File: config.mk
export PLATFORM = sky130hd
export DESIGN_NAME = task_wake_and_priority_select
export DESIGN_NICKNAME = d
export VERILOG_FILES = /design/src/sv/twps_pkg.sv /design/src/sv/twps_cell.sv /design/src/sv/task_wake_and_priority_select.sv
export SDC_FILE = /design/constraint.sdc
export NUM_CORES = 1
export LEC_CHECK = 0
export BUFFER_PORTS_ARGS = -buffer_cell sky130_fd_sc_hd__buf_2
export CAP_MARGIN = 20
export CORE_MARGIN = 8
export CORE_UTILIZATION = 55
export CTS_BUF_LIST = sky130_fd_sc_hd__clkbuf_16
export DETAILED_ROUTE_END_ITERATION = 10
export GPL_TIMING_DRIVEN = 0
export PLACE_DENSITY = 0.78
export SLEW_MARGIN = 5
export SYNTH_ARGS = -nofsm -noshare
export SYNTH_HDL_FRONTEND = slang
export SYNTH_HIERARCHICAL = 1
export SYNTH_SLANG_ARGS = --single-unit
File: constraint.sdc
create_clock -name clock -period 15.3 [get_ports clock]
set_input_delay 2.295 -clock clock [delete_from_list [all_inputs] [get_ports clock]]
set_output_delay 2.295 -clock clock [all_outputs]
set_load 0.05 [all_outputs]
File: src/sv/twps_pkg.sv
`timescale 1ns / 1ps

package twps_pkg;

   // Task count limits and field widths
   localparam int unsigned DEF_NUM_TASKS = 5;
   localparam int unsigned TASK_W        = 3;
   localparam int unsigned PRIO_W        = 5;
   localparam int unsigned RANK_W        = 6;
   localparam int unsigned TICK_W        = 32;
   localparam int unsigned CMD_W         = 2;
   localparam int unsigned CSR_IDX_W     = 3;

   // Stream payload widths
   localparam int unsigned REQ_TDATA_W = 64;
   localparam int unsigned REQ_TUSER_W = 2;
   localparam int unsigned RSP_TDATA_W = 8;

   // Item commands
   localparam logic [CMD_W-1:0] CMD_TICK  = 2'd0;
   localparam logic [CMD_W-1:0] CMD_DELAY = 2'd1;
   localparam logic [CMD_W-1:0] CMD_KILL  = 2'd2;
   localparam logic [CMD_W-1:0] CMD_SCHED = 2'd3;

   // Task status codes
   localparam logic [1:0] ST_KILLED    = 2'd0;
   localparam logic [1:0] ST_SUSPENDED = 2'd1;
   localparam logic [1:0] ST_DELAYED   = 2'd2;
   localparam logic [1:0] ST_READY     = 2'd3;

   // Lowest rank a ready task must reach to be picked
   localparam logic [RANK_W-1:0] RANK_FLOOR = 6'd2;

   // Operations broadcast to the cells
   localparam logic [2:0] OP_NONE    = 3'd0;
   localparam logic [2:0] OP_TICK    = 3'd1;
   localparam logic [2:0] OP_DELAY   = 3'd2;
   localparam logic [2:0] OP_SUSPEND = 3'd3;
   localparam logic [2:0] OP_KILL    = 3'd4;

   // Best-so-far candidate handed from cell to cell during a scan
   typedef struct packed {
      logic              valid;
      logic [RANK_W-1:0] rank;
      logic [TASK_W-1:0] pick;
   } token_type;

   // Control broadcast from the sequencer to every cell
   typedef struct packed {
      logic [2:0]        op;
      logic [TASK_W-1:0] target;
      logic              inject;
      logic              flush;
      logic [TICK_W-1:0] now_tick;
      logic [TICK_W-1:0] wake_val;
   } cell_ctrl_type;

endpackage

File: src/sv/twps_cell.sv
`timescale 1ns / 1ps

module twps_cell #(
   parameter int unsigned IDX = 0
) (
   input  logic                          clock,
   input  logic                          reset,
   input  twps_pkg::cell_ctrl_type       ctrl,
   input  logic                          csr_we,
   input  logic [twps_pkg::CSR_IDX_W-1:0] csr_index,
   input  logic [twps_pkg::PRIO_W-1:0]   csr_wdata,
   input  twps_pkg::token_type           tok_left,
   output twps_pkg::token_type           tok_out,
   output logic                          wake_hit
);
   import twps_pkg::*;

   localparam logic [TASK_W-1:0]    MY_IDX   = TASK_W'(IDX);
   localparam logic [CSR_IDX_W-1:0] MY_CSR   = CSR_IDX_W'(IDX);
   localparam logic [PRIO_W-1:0]    PRIO_RST = (IDX == 0) ? '0 : PRIO_W'(1);

   logic [1:0]        status_ff, status_in;
   logic [TICK_W-1:0] wake_ff, wake_in;
   logic [PRIO_W-1:0] prio_ff, prio_in;
   token_type         tok_ff, tok_in, tok_src, tok_inject;
   logic [RANK_W-1:0] rank;
   logic              targeted;

   assign targeted = (ctrl.target == MY_IDX);
   assign wake_hit = (wake_ff == ctrl.now_tick);
   assign rank     = {1'b0, prio_ff} + RANK_FLOOR;

   // Decode the broadcast operation into status and wake tick updates
   always_comb begin
      status_in = status_ff;
      wake_in   = wake_ff;
      unique case (ctrl.op)
         OP_NONE: begin
         end
         OP_TICK: begin
            if (wake_hit) status_in = ST_READY;
         end
         OP_DELAY: begin
            if (targeted) begin
               wake_in   = ctrl.wake_val;
               status_in = ST_DELAYED;
            end
         end
         OP_SUSPEND: begin
            if (targeted) status_in = ST_SUSPENDED;
         end
         OP_KILL: begin
            if (targeted) status_in = ST_KILLED;
         end
         default: begin
         end
      endcase
   end

   // Take a priority write addressed to this task
   assign prio_in = (csr_we && csr_index == MY_CSR) ? csr_wdata : prio_ff;

   // Start a scan here or take the neighbor's candidate; replace it when this
   // task is ready and ranks at least as high
   always_comb begin
      tok_inject.valid = 1'b1;
      tok_inject.rank  = RANK_FLOOR;
      tok_inject.pick  = '0;
      tok_src = (ctrl.inject && targeted) ? tok_inject : tok_left;
      tok_in  = tok_src;
      if (tok_src.valid && status_ff == ST_READY && rank >= tok_src.rank) begin
         tok_in.rank = rank;
         tok_in.pick = MY_IDX;
      end
      tok_in.valid = tok_src.valid && !ctrl.flush;
   end

   always_ff @(posedge clock) begin
      // Candidate payload needs no reset
      tok_ff.rank <= tok_in.rank;
      tok_ff.pick <= tok_in.pick;
      if (reset) begin
         status_ff    <= ST_READY;
         wake_ff      <= '1;
         prio_ff      <= PRIO_RST;
         tok_ff.valid <= 1'b0;
      end else begin
         status_ff    <= status_in;
         wake_ff      <= wake_in;
         prio_ff      <= prio_in;
         tok_ff.valid <= tok_in.valid;
      end
   end

   assign tok_out = tok_ff;

endmodule

File: src/sv/task_wake_and_priority_select.sv
`timescale 1ns / 1ps

// Channel  Direction  Transfer when            Payload
// req_     in         req_tvalid & req_tready   tuser: cmd[1:0]
//                                               tdata: now_tick[31:0], delay_ticks[63:32]
// rsp_     out        rsp_tvalid & rsp_tready   tdata: current_task[2:0], yield_flag[3]
// csr_     in         csr_we                    csr_index selects prio_task0..4
//
// Tick, delay and kill items pass through the execute and result states; a
// schedule item passes through the scan, done and result states, since the best-candidate token walks the ring of
// task cells one cell per cycle. One item is in work at a time; the result
// register lets the next item transfer in while a result waits.
// Reset is synchronous and active high: all tasks ready, wake ticks all ones.
// A stalled result holds the sequencer in its result state until taken.
module task_wake_and_priority_select #(
   parameter int unsigned NUM_TASKS = twps_pkg::DEF_NUM_TASKS
) (
   input  logic                             clock,
   input  logic                             reset,
   input  logic                             req_tvalid,
   output logic                             req_tready,
   input  logic [twps_pkg::REQ_TDATA_W-1:0] req_tdata,  // now_tick, delay_ticks
   input  logic [twps_pkg::REQ_TUSER_W-1:0] req_tuser,  // cmd
   output logic                             rsp_tvalid,
   input  logic                             rsp_tready,
   output logic [twps_pkg::RSP_TDATA_W-1:0] rsp_tdata,  // current_task, yield_flag
   input  logic                             csr_we,
   input  logic [twps_pkg::CSR_IDX_W-1:0]   csr_index,
   input  logic [twps_pkg::PRIO_W-1:0]      csr_wdata
);
   import twps_pkg::*;

   localparam logic [2:0] S_IDLE   = 3'd0;
   localparam logic [2:0] S_EXEC   = 3'd1;
   localparam logic [2:0] S_SCAN   = 3'd2;
   localparam logic [2:0] S_DONE   = 3'd3;
   localparam logic [2:0] S_RESULT = 3'd4;

   localparam logic [TASK_W-1:0] LAST_CELL = TASK_W'(NUM_TASKS - 1);

   logic [2:0]        state_ff, state_in;
   logic [TASK_W-1:0] cnt_ff, cnt_in;
   logic [CMD_W-1:0]  cmd_ff, cmd_in;
   logic [TICK_W-1:0] now_ff, now_in;
   logic [TICK_W-1:0] dly_ff, dly_in;
   logic [TASK_W-1:0] running_ff, running_in;
   logic              pending_ff, pending_in;
   logic              rsp_valid_ff, rsp_valid_in;
   logic [TASK_W-1:0] rsp_task_ff, rsp_task_in;
   logic              rsp_yield_ff, rsp_yield_in;

   cell_ctrl_type         ctrl;
   token_type             tok [NUM_TASKS];
   logic [NUM_TASKS-1:0]  hit;
   logic [NUM_TASKS-1:0]  tok_valid;
   logic [TASK_W-1:0]     pick_or;
   logic                  req_xfer;
   logic                  rsp_load;

   assign req_tready = (state_ff == S_IDLE);
   assign req_xfer   = req_tvalid && req_tready;
   assign rsp_load   = (state_ff == S_RESULT) && (!rsp_valid_ff || rsp_tready);

   // Ring of task cells; each takes its candidate from the previous cell
   for (genvar g = 0; g < NUM_TASKS; g++) begin : g_cell
      twps_cell #(.IDX(g)) u_cell (
         .clock     (clock),
         .reset     (reset),
         .ctrl      (ctrl),
         .csr_we    (csr_we),
         .csr_index (csr_index),
         .csr_wdata (csr_wdata),
         .tok_left  (tok[(g + NUM_TASKS - 1) % NUM_TASKS]),
         .tok_out   (tok[g]),
         .wake_hit  (hit[g])
      );
      assign tok_valid[g] = tok[g].valid;
   end

   // Collect the pick from whichever cell holds the finished candidate
   always_comb begin
      pick_or = '0;
      for (int i = 0; i < NUM_TASKS; i++) begin
         if (tok[i].valid) pick_or = pick_or | tok[i].pick;
      end
   end

   // Sequencer
   always_comb begin
      state_in      = state_ff;
      cnt_in        = cnt_ff;
      cmd_in        = cmd_ff;
      now_in        = now_ff;
      dly_in        = dly_ff;
      running_in    = running_ff;
      pending_in    = pending_ff;
      rsp_task_in   = rsp_task_ff;
      rsp_yield_in  = rsp_yield_ff;
      rsp_valid_in  = rsp_valid_ff && !rsp_tready;
      ctrl.op       = OP_NONE;
      ctrl.target   = running_ff;
      ctrl.inject   = 1'b0;
      ctrl.flush    = 1'b0;
      ctrl.now_tick = now_ff;
      ctrl.wake_val = now_ff + dly_ff;
      unique case (state_ff)
         S_IDLE: begin
            if (req_xfer) begin
               cmd_in   = req_tuser;
               now_in   = req_tdata[TICK_W-1:0];
               dly_in   = req_tdata[2*TICK_W-1:TICK_W];
               cnt_in   = '0;
               state_in = (req_tuser == CMD_SCHED) ? S_SCAN : S_EXEC;
            end
         end
         S_EXEC: begin
            case (cmd_ff)
               CMD_TICK: begin
                  ctrl.op = OP_TICK;
                  if (|hit) pending_in = 1'b1;
               end
               CMD_DELAY: ctrl.op = (dly_ff == '1) ? OP_SUSPEND : OP_DELAY;
               CMD_KILL:  ctrl.op = OP_KILL;
               default:   ctrl.op = OP_NONE;
            endcase
            state_in = S_RESULT;
         end
         S_SCAN: begin
            ctrl.inject = (cnt_ff == '0);
            cnt_in      = cnt_ff + TASK_W'(1);
            if (cnt_ff == LAST_CELL) state_in = S_DONE;
         end
         S_DONE: begin
            ctrl.flush = 1'b1;
            running_in = pick_or;
            pending_in = (pick_or != running_ff);
            state_in   = S_RESULT;
         end
         S_RESULT: begin
            if (rsp_load) begin
               rsp_task_in  = running_ff;
               rsp_yield_in = pending_ff;
               rsp_valid_in = 1'b1;
               state_in     = S_IDLE;
            end
         end
         default: state_in = S_IDLE;
      endcase
   end

   always_ff @(posedge clock) begin
      if (reset) begin
         state_ff     <= S_IDLE;
         running_ff   <= '0;
         pending_ff   <= 1'b0;
         rsp_valid_ff <= 1'b0;
      end else begin
         state_ff     <= state_in;
         running_ff   <= running_in;
         pending_ff   <= pending_in;
         rsp_valid_ff <= rsp_valid_in;
      end
   end

   // Item and result payload
   always_ff @(posedge clock) begin
      cnt_ff       <= cnt_in;
      cmd_ff       <= cmd_in;
      now_ff       <= now_in;
      dly_ff       <= dly_in;
      rsp_task_ff  <= rsp_task_in;
      rsp_yield_ff <= rsp_yield_in;
   end

   assign rsp_tvalid = rsp_valid_ff;
   assign rsp_tdata  = {{(RSP_TDATA_W - TASK_W - 1){1'b0}}, rsp_yield_ff, rsp_task_ff};

   // Checks
   a_running_range: assert property (@(posedge clock) disable iff (reset)
      running_ff < TASK_W'(NUM_TASKS))
      else $error("running task out of range");

   a_idle_no_token: assert property (@(posedge clock) disable iff (reset)
      (state_ff == S_IDLE) |-> (tok_valid == '0))
      else $error("scan token left in ring while idle");

   a_done_one_token: assert property (@(posedge clock) disable iff (reset)
      (state_ff == S_DONE) |-> $onehot(tok_valid))
      else $error("scan did not end with exactly one candidate");

   a_load_then_idle: assert property (@(posedge clock) disable iff (reset)
      rsp_load |=> (rsp_tvalid && req_tready))
      else $error("result load did not free the sequencer");

endmodule

; ---- Yosys cells after proc, flatten, opt, wreduce, memory -nomap -nowiden
; Cells that the tools add are included.
[totals]
regBits = 326
latchBits = 0
mem_bits_rw = 0
romBits = 0
n_memories = 0
[op_classes]
addsub = 7
mul = 0
n_div = 0
n_lt_le_gt_ge = 5
eq_ne = 57
n_shift = 0
muxes = 57
bitwise_logic = 4
n_reduce_logical = 62
[op_table]
columns = cell, n
row1 = $eq 32x32->1, 5
row2 = $mux 10, 5
row3 = $mux 9, 5
row4 = $mux 2, 21
row5 = $ne 2x1->1 const B, 21
row6 = $pmux 2 s4, 5
row7 = $add 32x32->32, 1
row8 = $eq 32x32->1 const B, 1
row9 = $add 5x2->6 const B, 5
row10 = $ge 6x6->1, 5
row11 = $mux 3, 10
row12 = $logic_and 1x1->1, 28
row13 = $reduce_and 5->1, 5
row14 = $eq 3x2->1 const B, 8
row15 = $reduce_and 2->1, 8
row16 = $eq 3x3->1 const B, 5
row17 = $eq 2x2->1 const B, 7
row18 = $eq 3x1->1 const B, 4
row19 = $logic_not 3->1, 4
row20 = $or 3x3->3, 4
row21 = $pmux 3 s4, 1
row22 = $reduce_or 2->1, 6
row23 = $pmux 3 s3, 1
row24 = $ne 2x2->1 const B, 4
row25 = other kinds (13), 23

; ---- Depth between registers and ports, before layout
; Gate-level depths: netlist of the first run.
[depth]
ltp_word = 11
ltp_mapped = 13
mapped_depth_nobuf = 12

; ---- By module
; Netlist of the first run, hierarchy kept.
[modules_own_cells]
columns = module, instances, cells_each, area_per_inst_um2
row1 = twps_cell (g_cell[1].u_cell ...), 2, 244, 2416.1
row2 = task_wake_and_priority_select, 1, 388, 4493.1
row3 = twps_cell (g_cell[3].u_cell), 1, 245, 2468.6
row4 = twps_cell (g_cell[0].u_cell), 1, 243, 2413.6
row5 = twps_cell (g_cell[4].u_cell), 1, 240, 2373.5

; ---- Worst setup path before layout of the first run
; OpenSTA, ideal clock, no wires.
[synth_timing]
path_type = register to register
startpoint = register dly_ff[1]
endpoint = register g_cell[0].u_cell.wake_ff[10]
setup_time_ns = 0.120
t_arrival_ns = 5.465
required_time_ns = 15.180
setup_slack_ns = 9.716
path_stages_with_launch = 10
period_less_slack_ns = 5.584
path_cell_list = edfxtp_1 -> nand4_1 -> nor4_1 -> nand2_1 -> a2111oi_0 -> nor3_2 -> buf_4 -> buf_6 -> buf_4 -> a211o_1
[synth_rtl]
columns = element, line_no
row1 = "start, declared", task_wake_and_priority_select.sv:45  ; logic [TICK_W-1:0] dly_ff, dly_in;
row2 = "start signal, assigned", task_wake_and_priority_select.sv:170  ; dly_ff <= dly_in;
row3 = "end signal, assigned", twps_cell.sv:89  ; wake_ff <= wake_in;
row4 = "end, declared", twps_cell.sv:23  ; logic [TICK_W-1:0] wake_ff, wake_in;

; ---- Worst setup path after layout of the first run
[layout_timing]
startpoint = register state_ff[1]
endpoint = output req_tready
[layout_via]
elab_chain_cells = 1
[layout_lines]
columns = element, line_no
row1 = "start, declared", task_wake_and_priority_select.sv:41  ; logic [2:0] state_ff, state_in;
row2 = "start signal, assigned", task_wake_and_priority_select.sv:158  ; state_ff <= state_in;
row3 = $logic_not 3->1, task_wake_and_priority_select.sv:60  ; assign req_tready = (state_ff == S_IDLE);
row4 = "end, declared", task_wake_and_priority_select.sv:21  ; output logic req_tready,
; No other way between the ends.

==> run_results.csv, run 1 <==
group,metric,value,unit
status,status,"finished clean",
die,chipWidth,190,um
place,portBuffers,84,
cts,cts_hold_buf,0,
power,peakVddDrop,0.105,mV
die,core_area,29600,um^2
synthesis,synth-main-ff-cell,"dfxtp_1",
critical_path,rr_worst_depth,12,
hold_path,worstHoldPathCells,0,
cts,cts_tree,"yes",
finish,syn_to_final_growth,12.9,%
drt,wl,46000,um
global_routing,grt_pass1_wl,70900,um
global_routing,antenna_found_initial,0,
cts,cts_resized,0,
critical_path,crit_chain,"clkbuf_1 > nor3_1 > buf_2",
critical_path,crit_arrival,1.61,ns
sta,relSlewSlack,37.4,%
synthesis,syn-instance-count,1604,
global_routing,grt_usage,25.0,%
critical_path,cp-start-kind,"flop",
die,initial_core_util,55.9,%
place,dp_hpwl,34200,um
critical_path,crit_slowest_cell,"dfxtp_1",
cts,clock_sinks,326,
drt,num_vias,12950,
global_routing,grt_start_max_net_pins,65,
synthesis,ys_seq_elements,326,
finish,drive_gt1_share,12.4,%
critical_path,path_class,"reg -> out",
synthesis,yosysTopAreaCellShare,30.5,%
finish,design.final.nets,1887,
sta,tightestPinTransition,0.938,ns
sta,final_max_slew_viol_count,0,
finish,design_area,18700,um^2
global_routing,grt_pass1_vias,12817,
finish,final_util,63.2,%
drt,antenna_left,0,
power,leakagePower,7.00,nW
power,p_per_area,112,nW/um^2
cts,clk_pin_slew,0.06,ns
synthesis,synth_cell_type_count,79,
synthesis,synth_edf_count,73,
hold_path,hold_class,"reg -> reg",
cts,cts_buffer_depth,3,
sta,period_minus_slack,3.90,ns
die,die_h,190,um
cts,cts_setup_buffers,0,
die,row_count,63,
synthesis,yosysMostFrequentCell,"dfxtp_1",
synthesis,synth_area_leaders,"dfxtp_1, edfxtp_1, xor2_1",
synthesis,syn_avg_cell_area,10.3,um^2
cts,htreeDepth,2,
sta,finalSetupViolCount,0,
synthesis,yosys_warnings,6,
sta,setup_ws,11.40,ns
sta,timing_hold_violations_final,0,
die,fp.dieArea,36000,um^2
synthesis,synth.top_cells.by_count,"dfxtp_1, xor2_1, a211o_1",
place,place_inst,2089,
global_routing,grt_overflow,0,
die,ios,89,
critical_path,cp_max_fo,10,
critical_path,crit_required,13.01,ns
drt,wl_per_cell,21.3,um
synthesis,synth_top_area_cell,"dfxtp_1",
finish,antennaDiodeCount,0,
place,place_ws,11.17,ns
drt,drc,0,
job,maxCapViolCount,0,
synthesis,syn-cell-area,16600,um^2
critical_path,cp-end-kind,"output pin",
drt,drt-initial-drc-count,1174,
cts,clkLatencyLatePin,0.52,ns
sta,hold_ws,0.441,ns
sta,fmax,0.256,GHz
sta,fin_crit_sh,25.5,%
sta,rsz0062_at_grt,"false",
place,routabilityCongestion,0.965,
synthesis,postSynth.asyncResetShare,0,%
sta,tns,0,ns
synthesis,yosysSeqAreaShare,43.8,%
cts,cts-root-buf,"clkbuf_16",
power,finalPower,2.10,mW
cts,cts_made_buffers,37,
sta,clock_skew,0.0198,ns
critical_path,max_stage_delay,0.31,ns
drt,dr.pass1.iters,7,
place,postPlaceCellArea,17600,um^2
finish,final_cells,2156,
drt,avgViaCountPerCell,6.01,
[worst max-delay path: cells and delay by family, from the launching register on]
family	cells	cell delay (ns)
buffers and inverters	2	0.54
DFF	1	0.31
and+or+nand+nor	1	0.25
[cell families after synthesis]
kind of cell	share of synthesized area, %
other	0.0226
AOI/OAI and AO/OA	14.3
muxes	5.13
adders and majority gates	5.25
buffers and inverters	3.56
and+or+nand+nor	17.3
DFF	43.8
xor gates and xnor gates	10.7
[power by group]
group | internal (mW) | leakage (nW) | total (mW) | switching, mW
logic | 0.110 | 3.67 | 0.311 | 0.201
registers | 0.921 | 2.75 | 0.960 | 0.0397
clock network | 0.477 | 0.575 | 0.828 | 0.351
[area by class of cell]
class | count | area [um^2]
fill | 2418 | 10900
multi-input combinational | 1176 | 8770
sequential | 326 | 7260
clock buffer | 39 | 976
timing repair buffer | 93 | 503
tap | 390 | 488
buffer | 64 | 437
inverter | 41 | 154
clock inverter | 27 | 146
[final timing paths]
path / start / endpoint / slack [ns]
worst min register to register: pending_ff / rsp_yield_ff / 0.44
worst min-delay path: pending_ff / rsp_yield_ff / 0.44
worst max-delay path: state_ff[1] / req_tready / 11.40
worst max register to register: dly_ff[1] / g_cell[2].u_cell/wake_ff[28] / 11.41
[registers in the layout, indices dropped and copies added (netlist names)]
signal and flops:
rsp_task_ff 3, now_ff 32, state_ff 3, cmd_ff 2, dly_ff 32, cnt_ff 3
g_cell.u_cell/tok_out 50, running_ff 3, g_cell.u_cell/status_ff 10, rsp_tvalid 1, g_cell.u_cell/wake_ff 160, pending_ff 1
g_cell.u_cell/prio_ff 25, rsp_yield_ff 1
[routing by layer]
layer	share of wire [%]	global-route usage (%)	vias up
li1	-	-	6057
met1	41	31.4	6259
met2	47	41.5	505
met3	6.6	3.55	129
met4	5.1	12.9	0
met5	0	0	-
[cells in the final DEF (no fill, tap or decap), types with 10 or more instances in the layout]
cell type,count
mux2_2,12
nand2_1,112
ha_1,68
nor3_1,10
clkbuf_1,26
buf_4,22
a21oi_1,52
nand2b_1,12
and3_1,14
inv_1,47
nor4_1,46
and2_1,23
buf_2,90
xnor2_1,25
dfxtp_1,253
mux2i_1,67
nand3_1,16
nand4_1,20
a211o_1,131
nor2b_1,130
edfxtp_1,73
o21ai_0,18
nor2_1,88
xor2_1,177
a21o_1,16
clkinv_1,14
clkbuf_16,39
buf_6,11
a211oi_1,18
Note: power is estimated with default switching activity, not from simulation.
==> run 2, diff against run 1 <==
Clock period 15.3 ns to 4 ns, I/O delays scaled along.
==> run_results.csv, run 2 (synthesis results as in run 1) <==
group,metric,value,unit
job,maxCapViolCount,0,
critical_path,rr_startpoint,"dly_ff[1]",
hold_path,hp-start,"req_tdata[13]",
cts,clock_sinks,326,
global_routing,antenna_found_initial,0,
cts,cts_hold_buf,0,
critical_path,path_class,"reg -> reg",
sta,timing_hold_violations_final,0,
place,routabilityCongestion,0.954,
critical_path,cp_max_fo,16,
sta,fin_crit_sh,95.4,%
critical_path,crit_required,4.39,ns
finish,final_util,63.3,%
drt,wl_per_cell,21.5,um
finish,antennaDiodeCount,0,
critical_path,max_stage_delay,0.79,ns
power,netSwitchingFraction,28.0,%
cts,clkLatencyLatePin,0.52,ns
place,dp_hpwl,34200,um
sta,period_minus_slack,3.82,ns
drt,drc,0,
drt,antenna_left,0,
die,die_h,190,um
finish,final_common_cell,"dfxtp_1",
finish,final_cell_mix,"dfxtp_1, xor2_1, a211o_1, nor2b_1, nand2_1",
critical_path,cp-startpoint,"dly_ff[1]",
cts,htreeDepth,2,
power,p_per_area,431,nW/um^2
drt,dr.pass1.iters,5,
power,leakagePower,7.01,nW
critical_path,crit_slowest_cell,"a2111oi_4",
power,power_frac_comb,14.8,%
finish,design.final.nets,1883,
finish,drive_gt1_share,12.5,%
power,switching_power,2.26,mW
drt,wl,46300,um
cts,cts-root-buf,"clkbuf_16",
sta,relSlewSlack,37.5,%
die,row_count,63,
finish,top_register,"g_cell.u_cell/wake_ff",
drt,drt-initial-drc-count,1128,
cts,cts_made_buffers,37,
die,chipWidth,190,um
die,initial_core_util,55.9,%
cts,cts_buffer_depth,3,
die,ios,89,
sta,tns,0,ns
sta,tightestPinTransition,0.936,ns
status,status,"finished clean",
sta,hold_ws,0.257,ns
power,p_clk_share,39.8,%
critical_path,cp-start-kind,"flop",
global_routing,grt_overflow,0,
global_routing,grt_usage,25.2,%
critical_path,crit_arrival,4.21,ns
drt,num_vias,12932,
die,core_area,29600,um^2
finish,largest_register_ffs,160,
critical_path,cp-end-kind,"flop",
place,postPlaceCellArea,17600,um^2
power,seqPwrFrac,45.4,%
sta,finalSetupViolCount,0,
sta,fmax,0.262,GHz
finish,design_area,18800,um^2
sta,clock_skew,0.0161,ns
die,fp.dieArea,36000,um^2
place,portBuffers,84,
cts,cts_tree,"yes",
finish,syn_to_final_growth,13.2,%
critical_path,crit_chain,"nand4_1 > nor4_1 > nand2_1 > a2111oi_4 > buf_6 > nor3_2 > buf_4 > buf_6 > buf_4 > a211o_1",
cts,clk_pin_slew,0.06,ns
global_routing,grt_start_max_net_pins,65,
power,peakVddDrop,0.390,mV
hold_path,hold_class,"in -> reg",
power,intPower,5.83,mW
global_routing,grt_pass1_vias,12892,
sta,rsz0062_at_grt,"false",
global_routing,grt_pass1_wl,72000,um
power,finalPower,8.09,mW
drt,avgViaCountPerCell,6.01,
sta,final_max_slew_viol_count,0,
-- run 2: cell type report --
class                           instances  area [um^2]
Buffer                                 64          437
Clock buffer                           39          976
Clock inverter                         27          174
Fill cell                            2380        10900
Inverter                               41          154
Multi-Input combinational cell       1176         8800
Sequential cell                       326         7260
Tap cell                              390          488
Timing Repair Buffer                   89          489
-- run 2: power groups by stage --
stage / logic (mW) / registers, mW / clock network, mW
6_report: 1.20 / 3.68 / 3.22
5_1_grt: 1.29 / 3.69 / 3.41
4_1_cts: 1.18 / 3.67 / 3.26
3_5_place_dp: 1.16 / 3.74 / 0
3_3_place_gp: 1.13 / 3.74 / 0
2_1_floorplan: 0.786 / 3.69 / 0
-- run 2: repair_timing --
| item | CTS | global route |
|---|---|---|
| gates resized for setup | 1 | 1 |
| cloned | 0 | 0 |
| setup buffers | 0 | 0 |
| endpoints found under the setup margin | 31 | 8 |
-- run 2: worst max-delay path: cells and delay by family (launching register included) --
family / cells / cell delay [ns]
buffers and inverters: 4 / 0.82
and+or+nand+nor: 4 / 1.35
AOI/OAI and AO/OA: 2 / 1.09
DFF: 1 / 0.40
-- run 2: path summary, 6_finish.rpt --
path | endpoint | slack, ns | cells after the start
setup / recovery | g_cell[2].u_cell/wake_ff[17] | 0.18 | 10
hold / removal | now_ff[13] | 0.26 | 1
setup reg to reg | g_cell[2].u_cell/wake_ff[17] | 0.18 | 10
hold reg to reg | rsp_yield_ff | 0.45 | 0
-- run 2: stage by stage --
step                      worst slack, ns  cells
after global placement             -0.887   2081
after global routing               0.0697   2152
after detailed placement           -0.216   2086
final                               0.184   2152
after floorplan                     0.157   1607
after CTS                           0.182   2152
-- run 2: per-layer routing --
| metal | global-route usage [%] | part of all wire [%] | wire length, um |
|---|---|---|---|
| met1 | 31.4 | 41 | 19200 |
| met2 | 42.9 | 48 | 22100 |
| met3 | 3.53 | 6.0 | 2800 |
| met4 | 11.6 | 4.7 | 2190 |
| met5 | 0 | 0 | 0 |
